`src/rtl/core/rcrs_pkg.sv`:
```
package rcrs_pkg;

    localparam int unsigned WINDOW_BYTES = 8;
    localparam int unsigned CFG_IDX_W    = 1;
    localparam int unsigned CFG_DATA_W   = 32;
    localparam int unsigned STREAM_W     = 7;

    localparam logic [CFG_IDX_W-1:0] CFG_STREAM_COUNT = 1'd0;
    localparam logic [CFG_IDX_W-1:0] CFG_FILE_SIZE    = 1'd1;

    localparam logic [7:0] FILL_BYTE  = 8'hFF;
    localparam logic [7:0] CH_ZERO    = 8'h30;
    localparam logic [7:0] CH_NINE    = 8'h39;
    localparam logic [7:0] CH_ONE     = 8'h31;
    localparam logic [7:0] CH_LOWER_I = 8'h69;
    localparam logic [7:0] CH_LOWER_X = 8'h78;
    localparam logic [7:0] CH_LOWER_D = 8'h64;
    localparam logic [7:0] CH_UPPER_J = 8'h4A;
    localparam logic [7:0] CH_UPPER_U = 8'h55;
    localparam logic [7:0] CH_UPPER_N = 8'h4E;
    localparam logic [7:0] CH_UPPER_K = 8'h4B;

    // entry 0 is the oldest byte, entry WINDOW_BYTES-1 the newest
    typedef logic [WINDOW_BYTES-1:0][7:0] t_window;

    typedef struct packed {
        logic                overrun;
        logic                skip_hdr;
        logic                hit;
        logic [STREAM_W-1:0] stream;
        logic [31:0]         size;
    } t_decision;

    function automatic logic is_dec(input logic [7:0] c);
        return (c >= CH_ZERO) && (c <= CH_NINE);
    endfunction

    // two decimal digits to 0..99, x10 done as shifts
    function automatic logic [STREAM_W-1:0] two_digits(input logic [7:0] a,
                                                       input logic [7:0] b);
        logic [3:0]          tens;
        logic [3:0]          ones;
        logic [STREAM_W-1:0] t7;
        tens = 4'(a - CH_ZERO);
        ones = 4'(b - CH_ZERO);
        t7   = {3'b000, tens};
        return (t7 << 3) + (t7 << 1) + {3'b000, ones};
    endfunction

    function automatic t_window full_fill();
        t_window w;
        for (int i = 0; i < WINDOW_BYTES; i++) begin
            w[i] = FILL_BYTE;
        end
        return w;
    endfunction

endpackage

```
`src/rtl/core/rcrs_match.sv`:
```
module rcrs_match (
    input  rcrs_pkg::t_window                  i_window,
    input  logic [31:0]                        i_byte_offset,
    input  logic [rcrs_pkg::STREAM_W-1:0]      i_stream_count,
    input  logic [31:0]                        i_file_size,
    output rcrs_pkg::t_decision                o_decision
);

    logic [31:0]                   size;
    logic [32:0]                   end_sum;
    logic                          overrun;
    logic                          d23;
    logic                          d01;
    logic [rcrs_pkg::STREAM_W-1:0] sidx23;
    logic [rcrs_pkg::STREAM_W-1:0] sidx01;
    logic                          ix_hit;
    logic                          junk_hit;
    logic                          idx1_hit;
    logic                          sel_valid;
    logic [rcrs_pkg::STREAM_W-1:0] sel_idx;

    assign size    = {i_window[7], i_window[6], i_window[5], i_window[4]};
    assign end_sum = {1'b0, i_byte_offset} + {1'b0, size};
    assign overrun = (end_sum > {1'b0, i_file_size}) || i_window[0][7];

    assign d23    = rcrs_pkg::is_dec(i_window[2]) && rcrs_pkg::is_dec(i_window[3]);
    assign d01    = rcrs_pkg::is_dec(i_window[0]) && rcrs_pkg::is_dec(i_window[1]);
    assign sidx23 = rcrs_pkg::two_digits(i_window[2], i_window[3]);
    assign sidx01 = rcrs_pkg::two_digits(i_window[0], i_window[1]);

    assign ix_hit   = (i_window[0] == rcrs_pkg::CH_LOWER_I)
                   && (i_window[1] == rcrs_pkg::CH_LOWER_X)
                   && d23 && (sidx23 < i_stream_count);
    assign junk_hit = (i_window[0] == rcrs_pkg::CH_UPPER_J)
                   && (i_window[1] == rcrs_pkg::CH_UPPER_U)
                   && (i_window[2] == rcrs_pkg::CH_UPPER_N)
                   && (i_window[3] == rcrs_pkg::CH_UPPER_K);
    assign idx1_hit = (i_window[0] == rcrs_pkg::CH_LOWER_I)
                   && (i_window[1] == rcrs_pkg::CH_LOWER_D)
                   && (i_window[2] == rcrs_pkg::CH_LOWER_X)
                   && (i_window[3] == rcrs_pkg::CH_ONE);

    // leading digits win, else fall back to the third and fourth bytes
    assign sel_valid = d01 || d23;
    assign sel_idx   = d01 ? sidx01 : sidx23;

    always_comb begin
        o_decision.overrun  = overrun;
        o_decision.skip_hdr = !overrun && (ix_hit || junk_hit || idx1_hit);
        o_decision.hit      = !overrun && !(ix_hit || junk_hit || idx1_hit)
                           && sel_valid && (sel_idx < i_stream_count);
        o_decision.stream   = sel_idx;
        o_decision.size     = size;
    end

endmodule

```
`src/rtl/core/riff_chunk_resync_scanner_core.sv`:
```
// channel | valid      | stall       | payload
// input   | i_in_valid | o_in_stall  | i_data_byte, i_byte_offset, i_restart
// output  | o_out_valid| i_out_stall | o_found_stream, o_payload_size, o_header_offset
//
// one byte per cycle when not stalled; found chunks show from the output register
// the window and skip counter update in the cycle the byte leaves the input register
// i_rst_n is synchronous: window refills with 0xFF, skip counter and valids clear
// a stalled result holds the input register; o_in_stall rises only then
module riff_chunk_resync_scanner_core (
    input  logic                              i_clk,
    input  logic                              i_rst_n,
    input  logic                              i_cfg_we,
    input  logic [rcrs_pkg::CFG_IDX_W-1:0]    i_cfg_index,
    input  logic [rcrs_pkg::CFG_DATA_W-1:0]   i_cfg_data,
    input  logic                              i_in_valid,
    output logic                              o_in_stall,
    input  logic [7:0]                        i_data_byte,
    input  logic [31:0]                       i_byte_offset,
    input  logic                              i_restart,
    output logic                              o_out_valid,
    input  logic                              i_out_stall,
    output logic [rcrs_pkg::STREAM_W-1:0]     o_found_stream,
    output logic [31:0]                       o_payload_size,
    output logic [31:0]                       o_header_offset
);

    logic [rcrs_pkg::STREAM_W-1:0] r_stream_count;
    logic [31:0]                   r_file_size;

    logic        r_s1_valid;
    logic [7:0]  r_s1_byte;
    logic [31:0] r_s1_offset;
    logic        r_s1_restart;

    rcrs_pkg::t_window r_window;
    rcrs_pkg::t_window n_window;
    rcrs_pkg::t_window base_window;
    rcrs_pkg::t_window shifted;
    logic [31:0]       r_skip_left;
    logic [31:0]       n_skip_left;

    logic                          r_out_valid;
    logic [rcrs_pkg::STREAM_W-1:0] r_out_stream;
    logic [31:0]                   r_out_size;
    logic [31:0]                   r_out_hdr_off;

    rcrs_pkg::t_decision decision;
    logic                s1_adv;
    logic                s1_fire;
    logic                dropping;
    logic                emit;

    always_ff @(posedge i_clk) begin
        if (!i_rst_n) begin
            r_stream_count <= '0;
            r_file_size    <= '0;
        end else if (i_cfg_we) begin
            unique case (i_cfg_index)
                rcrs_pkg::CFG_STREAM_COUNT: begin
                    r_stream_count <= i_cfg_data[rcrs_pkg::STREAM_W-1:0];
                end
                rcrs_pkg::CFG_FILE_SIZE: begin
                    r_file_size <= i_cfg_data[31:0];
                end
            endcase
        end
    end

    assign s1_adv     = !r_out_valid || !i_out_stall;
    assign s1_fire    = r_s1_valid && s1_adv;
    assign o_in_stall = r_s1_valid && !s1_adv;

    always_ff @(posedge i_clk) begin
        if (!i_rst_n) begin
            r_s1_valid <= 1'b0;
        end else if (!o_in_stall) begin
            r_s1_valid <= i_in_valid;
        end
    end

    always_ff @(posedge i_clk) begin
        if (!o_in_stall && i_in_valid) begin
            r_s1_byte    <= i_data_byte;
            r_s1_offset  <= i_byte_offset;
            r_s1_restart <= i_restart;
        end
    end

    // restart wipes state before the byte itself is taken
    assign base_window = r_s1_restart ? rcrs_pkg::full_fill() : r_window;
    assign dropping    = !r_s1_restart && (r_skip_left != '0);
    assign shifted     = {r_s1_byte, base_window[rcrs_pkg::WINDOW_BYTES-1:1]};

    rcrs_match u_match (
        .i_window       (shifted),
        .i_byte_offset  (r_s1_offset),
        .i_stream_count (r_stream_count),
        .i_file_size    (r_file_size),
        .o_decision     (decision)
    );

    assign emit = !dropping && decision.hit;

    always_comb begin
        n_window    = r_window;
        n_skip_left = r_skip_left;
        if (dropping) begin
            n_skip_left = r_skip_left - 32'd1;
        end else if (decision.skip_hdr) begin
            n_skip_left = decision.size;
            n_window    = rcrs_pkg::full_fill();
        end else if (decision.hit) begin
            n_skip_left = '0;
            n_window    = rcrs_pkg::full_fill();
        end else begin
            n_skip_left = '0;
            n_window    = shifted;
        end
    end

    always_ff @(posedge i_clk) begin
        if (!i_rst_n) begin
            r_window    <= rcrs_pkg::full_fill();
            r_skip_left <= '0;
        end else if (s1_fire) begin
            r_window    <= n_window;
            r_skip_left <= n_skip_left;
        end
    end

    always_ff @(posedge i_clk) begin
        if (!i_rst_n) begin
            r_out_valid <= 1'b0;
        end else if (s1_adv) begin
            r_out_valid <= s1_fire && emit;
        end
    end

    always_ff @(posedge i_clk) begin
        if (s1_fire && emit) begin
            r_out_stream  <= decision.stream;
            r_out_size    <= decision.size;
            r_out_hdr_off <= r_s1_offset - 32'd7;
        end
    end

    assign o_out_valid     = r_out_valid;
    assign o_found_stream  = r_out_stream;
    assign o_payload_size  = r_out_size;
    assign o_header_offset = r_out_hdr_off;

endmodule

```
`config.mk`:
```
export PLATFORM = sky130hd
export DESIGN_NAME = riff_chunk_resync_scanner_core
export DESIGN_NICKNAME = d
export VERILOG_FILES = /design/src/rtl/core/rcrs_pkg.sv /design/src/rtl/core/rcrs_match.sv /design/src/rtl/core/riff_chunk_resync_scanner_core.sv
export SDC_FILE = /design/constraint.sdc
export NUM_CORES = 1
export LEC_CHECK = 0
export BUFFER_PORTS_ARGS = -buffer_cell sky130_fd_sc_hd__buf_2
export CORE_UTILIZATION = 45
export DETAILED_ROUTE_END_ITERATION = 10
export PLACE_DENSITY_LB_ADDON = 0.1
export SLEW_MARGIN = 20
export SYNTH_ARGS = -nofsm -noshare
export SYNTH_HDL_FRONTEND = slang
export SYNTH_SLANG_ARGS = --single-unit
```
`constraint.sdc`:
```
create_clock -name i_clk -period 20.2 [get_ports i_clk]
set_input_delay 5.05 -clock i_clk [delete_from_list [all_inputs] [get_ports i_clk]]
set_output_delay 5.05 -clock i_clk [all_outputs]
set_load 0.01 [all_outputs]
```
### Word level (Yosys, flattened, before mapping)

Cells that the tools add are included.

| cells by class | value |
|---|---|
| div/mod/pow operators | 0 |
| multiply operators | 0 |
| multiplexer cells | 6 |
| shift operators | 0 |
| add/subtract/negate cells | 11 |
| equal/unequal tests | 9 |
| magnitude comparators | 11 |
| reduce and logical (&&, ||, !) cells | 42 |
| bitwise logic cells | 2 |

Operators by type and width:

| cell | count |
|---|---|
| 64-bit 2-to-1 mux | 3 |
| 8-bit by 7-bit equality test with 1-bit output, second input constant | 8 |
| 32-bit 2-to-1 mux | 2 |
| 32-bit by 32-bit adder with 33-bit output | 1 |
| 33-bit by 32-bit greater-than comparator with 1-bit output | 1 |
| 8-bit by 6-bit >= comparator with 1-bit output, second input constant | 4 |
| 8-bit by 6-bit <= comparator with 1-bit output, second input constant | 4 |
| 32-bit nonzero test | 1 |
| 32-bit by 1-bit subtractor with 32-bit output, second input constant | 1 |
| 32-bit by 3-bit subtractor with 32-bit output, second input constant | 1 |
| 1-bit logical AND | 25 |
| 4-bit by 1-bit subtractor with 4-bit output, second input constant | 4 |
| 7-bit by 4-bit adder with 7-bit output | 2 |
| 7-bit by 5-bit adder with 7-bit output | 2 |
| 7-bit less-than comparator | 2 |
| 8-bit by 6-bit equality test with 1-bit output, second input constant | 1 |
| 1-bit logical NOT | 8 |
| 7-bit 2-to-1 mux | 1 |
| 2-bit AND reduction | 3 |
| 1-bit logical OR | 5 |
| 1-bit NOT | 2 |

| storage, ports and cells | value |
|---|---|
| bits in writable memories | 0 |
| bits of input ports | 79 |
| memories kept | 0 |
| output and inout port bits | 73 |
| logic and storage cells | 100 |
| latch bits | 0 |
| bits in read-only memories | 0 |
| register bits | 249 |

### Depth between registers and ports, before layout

| logic depth | value |
|---|---|
| depth after elaboration | 14 |
| depth in mapped cells | 27 |
| mapped depth without buffers | 22 |

### Modules after synthesis

Synthesis repeated with hierarchy kept, for this count alone.

| unflattened totals | value |
|---|---|
| cell total of the unflattened synthesis | 1457 |
| area, all modules | 13755.7 µm² |

By module, submodules not included:

| module | area each (µm²) | times used | sequential area each (µm²) | cells each |
|---|---|---|---|---|
| riff_chunk_resync_scanner_core | 10157.2 | 1 | 5945.7 | 984 |
| rcrs_match | 3598.5 | 1 | 0.0 | 473 |

### Worst setup path before layout

No wires, ideal clock.

| timing | value |
|---|---|
| kind | input -> register |
| start point | input i_out_stall |
| end point | register r_window[50] in the netlist's numbering |
| data required time | 20.133 ns |
| arrival time | 10.397 ns |
| stages | 11 |
| setup slack | 9.735 ns |
| path through | nand2_1 > and2_1 > buf_2 > nand2_2 > a211oi_2 > o2111ai_1 > nor4_2 > nor2_1 > buf_4 > buf_6 > o21ai_2 |

| on the way | value |
|---|---|
| cells in the longest elaborated chain, start to end | 4 |

RTL lines:

| what | RTL line | RTL |
|---|---|---|
| start: declaration | riff_chunk_resync_scanner_core.sv:21 | `input logic i_out_stall,` |
| 1-bit logical NOT | riff_chunk_resync_scanner_core.sv:69 | `assign s1_adv = !r_out_valid \|\| !i_out_stall;` |
| 1-bit logical OR | riff_chunk_resync_scanner_core.sv:69 |  |
| 1-bit logical AND | riff_chunk_resync_scanner_core.sv:70 | `assign s1_fire = r_s1_valid && s1_adv;` |
| 2-bit AND reduction (no source line) | -- |  |
| end signal: assignment | riff_chunk_resync_scanner_core.sv:123 | `r_window <= rcrs_pkg::full_fill();` |
| end signal: assignment | riff_chunk_resync_scanner_core.sv:126 | `r_window <= n_window;` |
| end: declaration | riff_chunk_resync_scanner_core.sv:35 | `rcrs_pkg::t_window r_window;` |

No other way between the ends.
A chain may end at the register's enable or synchronous reset.

### Worst setup path after layout

| timing | value |
|---|---|
| start point | input i_out_stall |
| end point | output o_in_stall |

| on the way | value |
|---|---|
| cells in the longest elaborated chain, start to end | 4 |

RTL lines:

| what | RTL line | RTL |
|---|---|---|
| 1-bit logical NOT | riff_chunk_resync_scanner_core.sv:69 |  |
| 1-bit logical OR | riff_chunk_resync_scanner_core.sv:69 |  |
| 1-bit logical NOT | riff_chunk_resync_scanner_core.sv:71 | `assign o_in_stall = r_s1_valid && !s1_adv;` |
| 1-bit logical AND | riff_chunk_resync_scanner_core.sv:71 |  |
| end: declaration | riff_chunk_resync_scanner_core.sv:16 | `output logic o_in_stall,` |

No other way between the ends.

==> flow_metrics.tcl <==
set metrics [dict create \
    synthesis.nets 1594 \
    grt_pass1_wl_mm 55.6 \
    hold_viol_final 0 \
    vias 10700 \
    die_height_um 174 \
    num_antenna_cells 0 \
    rows 62 \
    synth_area_per_cell_um2 9.39 \
    max_clock_freq_mhz 94.4 \
    required_ns 15.15 \
    crit_path_end "o_in_stall" \
    finalPower_mw 1.23 \
    yosysTopAreaCellShare_pct 25.3 \
    overflow 0 \
    drcViolationCount 0 \
    whs_ns 0.464 \
    rr_worst_depth 21 \
    ios 152 \
    slew_headroom_pct 32.1 \
    ys_seq_area_share_pct 44.7 \
    min_period_over_period_pct 52.4 \
    via_per_inst 5.48 \
    first_global_vias 10200 \
    synth_top_cell_by_area "edfxtp_1" \
    cts.sinks 241 \
    finalCriticalPeriod_ns 10.59 \
    synthCells 1416 \
    drv_cap 0 \
    yosysUniqueCellTypes 71 \
    cts.path.max_buffers 3 \
    routedWlPerCell_um 17.8 \
    area_growth_pct 14.9 \
    dpl_cell_area_um2 14400 \
    fin_tns_setup_ns 0 \
    die-area_um2 30200 \
    worst_setup_path_end_kind "output port" \
    cts_resized 0 \
    synthArstFlopShare_pct 0 \
    drt-total-wl_mm 34.7 \
    path_clk_slew_ns 0.06 \
    final_net_count 1726 \
    synth-seq-cells 241 \
    crit_start "i_out_stall" \
    cp_max_fo 3 \
    cts-root-buf "clkbuf_16" \
    finalMaxSlewViolations 0 \
    tritoncts "built" \
    final_core_util_pct 52.9 \
    place_inst 1903 \
    grt.total_usage_pct 23.0 \
    clk-insertion-delay-late_ns 0.53 \
    fillCellCount 2688 \
    reg2reg_to "o_payload_size[30]" \
    port_buffers 151 \
    fin_area_um2 15300 \
    rsz0062_at_grt "no" \
    numCtsBuffers 27 \
    yosysWarningCount 0 \
    path_class "in -> out" \
    rrSetupSlack_ns 13.11 \
    synth_area_leaders "edfxtp_1 (25%), dfxtp_1 (19%), ha_1 (8.8%)" \
    critPathLaunchType "primary input" \
    routabilityCongestion 0.861 \
    antenna_left 0 \
    die_w_um 174 \
    start_util_pct 46.1 \
    max_slew.worst_pin.slew_ns 1.02 \
    busiest_layer "met2" \
    worstHoldStart "r_file_size[18]" \
    cp.arrival_ns 5.54 \
    p_leak_nw 5.71 \
    layout-drive-gt1-share_pct 19.1 \
    grt_antenna_before_repair 0 \
    hp-class "reg -> reg" \
    power.density_nw_per_um2 80.4 \
    grt_max_degree 73 \
    setup_violations 0 \
    cts_max_level 1 \
    drt_iter0_drc 696 \
    core-area_um2 28900 \
    first_pass_iters 5 \
    ir_drop_mv 0.0604 \
    synth_flop_cell "dfxtp_1" \
    grt_use_met1_pct 32.5 \
    post_cts_buffers 0 \
    synth_enable_flop_cells 112 \
    holdBufCountCts 0 \
    pre_cts_slack_ns 9.60 \
    fin_worst_skew_ns 0.0133 \
    dp_hpwl_mm 24.3 \
    fin_ws_ns 9.61 \
    r2r_start "r_s1_restart" \
    final_cells 1952 \
    status "complete, no violations" \
    grt_util_met3_pct 2.67 \
    use_met2_pct 37.3 \
    syn_area_um2 13300 \
]
flip-flops by register name, indices dropped and copies added, names as in the netlist:
| signal | flops |
|---|---|
| r_stream_count | 7 |
| r_skip_left | 32 |
| o_found_stream | 7 |
| r_s1_restart | 1 |
| r_window | 56 |
| o_payload_size | 32 |
| r_s1_offset | 32 |
| o_header_offset | 32 |
| r_file_size | 32 |
| r_s1_byte | 8 |
| o_out_valid | 1 |
| r_s1_valid | 1 |
cells in the final DEF, fill, tap and decap left out, drive strengths merged, types with 61 or more instances in the layout:
cell	synthesis	routed
a21oi	77	77
buf	11	165
dfxtp	129	129
edfxtp	112	112
ha	94	94
inv	72	73
nand2	130	130
nor2	133	133
nor3	61	61
o21ai	143	143
layer usage:
metal	vias up	share of wire (%)
li1	5350	-
met1	5022	46
met2	272	47
met3	50	4.0
met4	0	2.5
met5	-	0
cell type report:
cell class                 count  area, um^2  share of cell area (%)
multi-input combinational   1041        6840                    44.8
clock inverter                17         174                    1.14
clock buffer                  32         704                    4.61
sequential                   241        5950                    38.9
inverter                      72         270                    1.77
tap                          384         480                    3.15
timing repair buffer         165         861                    5.64
kinds of logic (layout without fill, tap and decap cells):
| kind of cell | after synthesis | count (layout) | synth area share (%) |
|---|---|---|---|
| AOI/OAI and AO/OA | 347 | 347 | 16.7 |
| xor gates and xnor gates | 74 | 74 | 4.87 |
| adders and majority gates | 99 | 99 | 9.60 |
| buffers and inverters | 134 | 286 | 4.10 |
| DFF | 241 | 241 | 44.7 |
| muxes | 7 | 7 | 0.555 |
| and+or+nand+nor | 514 | 514 | 19.5 |
synthesized netlist by cell type (4+ instances only):
cell and n:
a2111oi_0 4, a21boi_0 32, a21o_1 30, a21oi_1 77, a31oi_1 19, and2_1 5
and3_1 13, buf_2 4, buf_6 4, clkbuf_1 51, dfxtp_1 129, edfxtp_1 112
fa_1 5, ha_1 94, inv_1 72, mux2i_1 4, nand2_1 129, nand2b_1 7
nand3_1 23, nand4_1 13, nor2_1 133, nor2b_1 15, nor3_1 61, nor4_1 37
o211ai_1 4, o21a_1 6, o21ai_0 82, o21ai_1 21, o21ai_2 40, o21bai_1 5
o41ai_1 4, or2_2 32, or3_1 10, or4_1 8, xnor2_1 39, xor2_1 35
worst max-delay path, cell delays in order:
cell and delay, ns:
buf_2 0.09, and3_1 0.24, buf_2 0.16
worst min path at each step:
stage | endpoint | depth (start not counted)
floorplan | r_file_size[30] | 2
global placement | r_file_size[30] | 2
detailed placement | r_file_size[18] | 2
CTS | r_file_size[18] | 2
global route | r_file_size[18] | 2
finish | r_file_size[18] | 2
where the power goes:
part / switching, mW / leakage [nW] / internal [mW] / total [mW]
clock network: 0.199 / 0.417 / 0.288 / 0.486
logic: 0.118 / 3.24 / 0.0808 / 0.199
registers: 0.0164 / 2.06 / 0.526 / 0.543
Power figures use the tool's default switching activity.
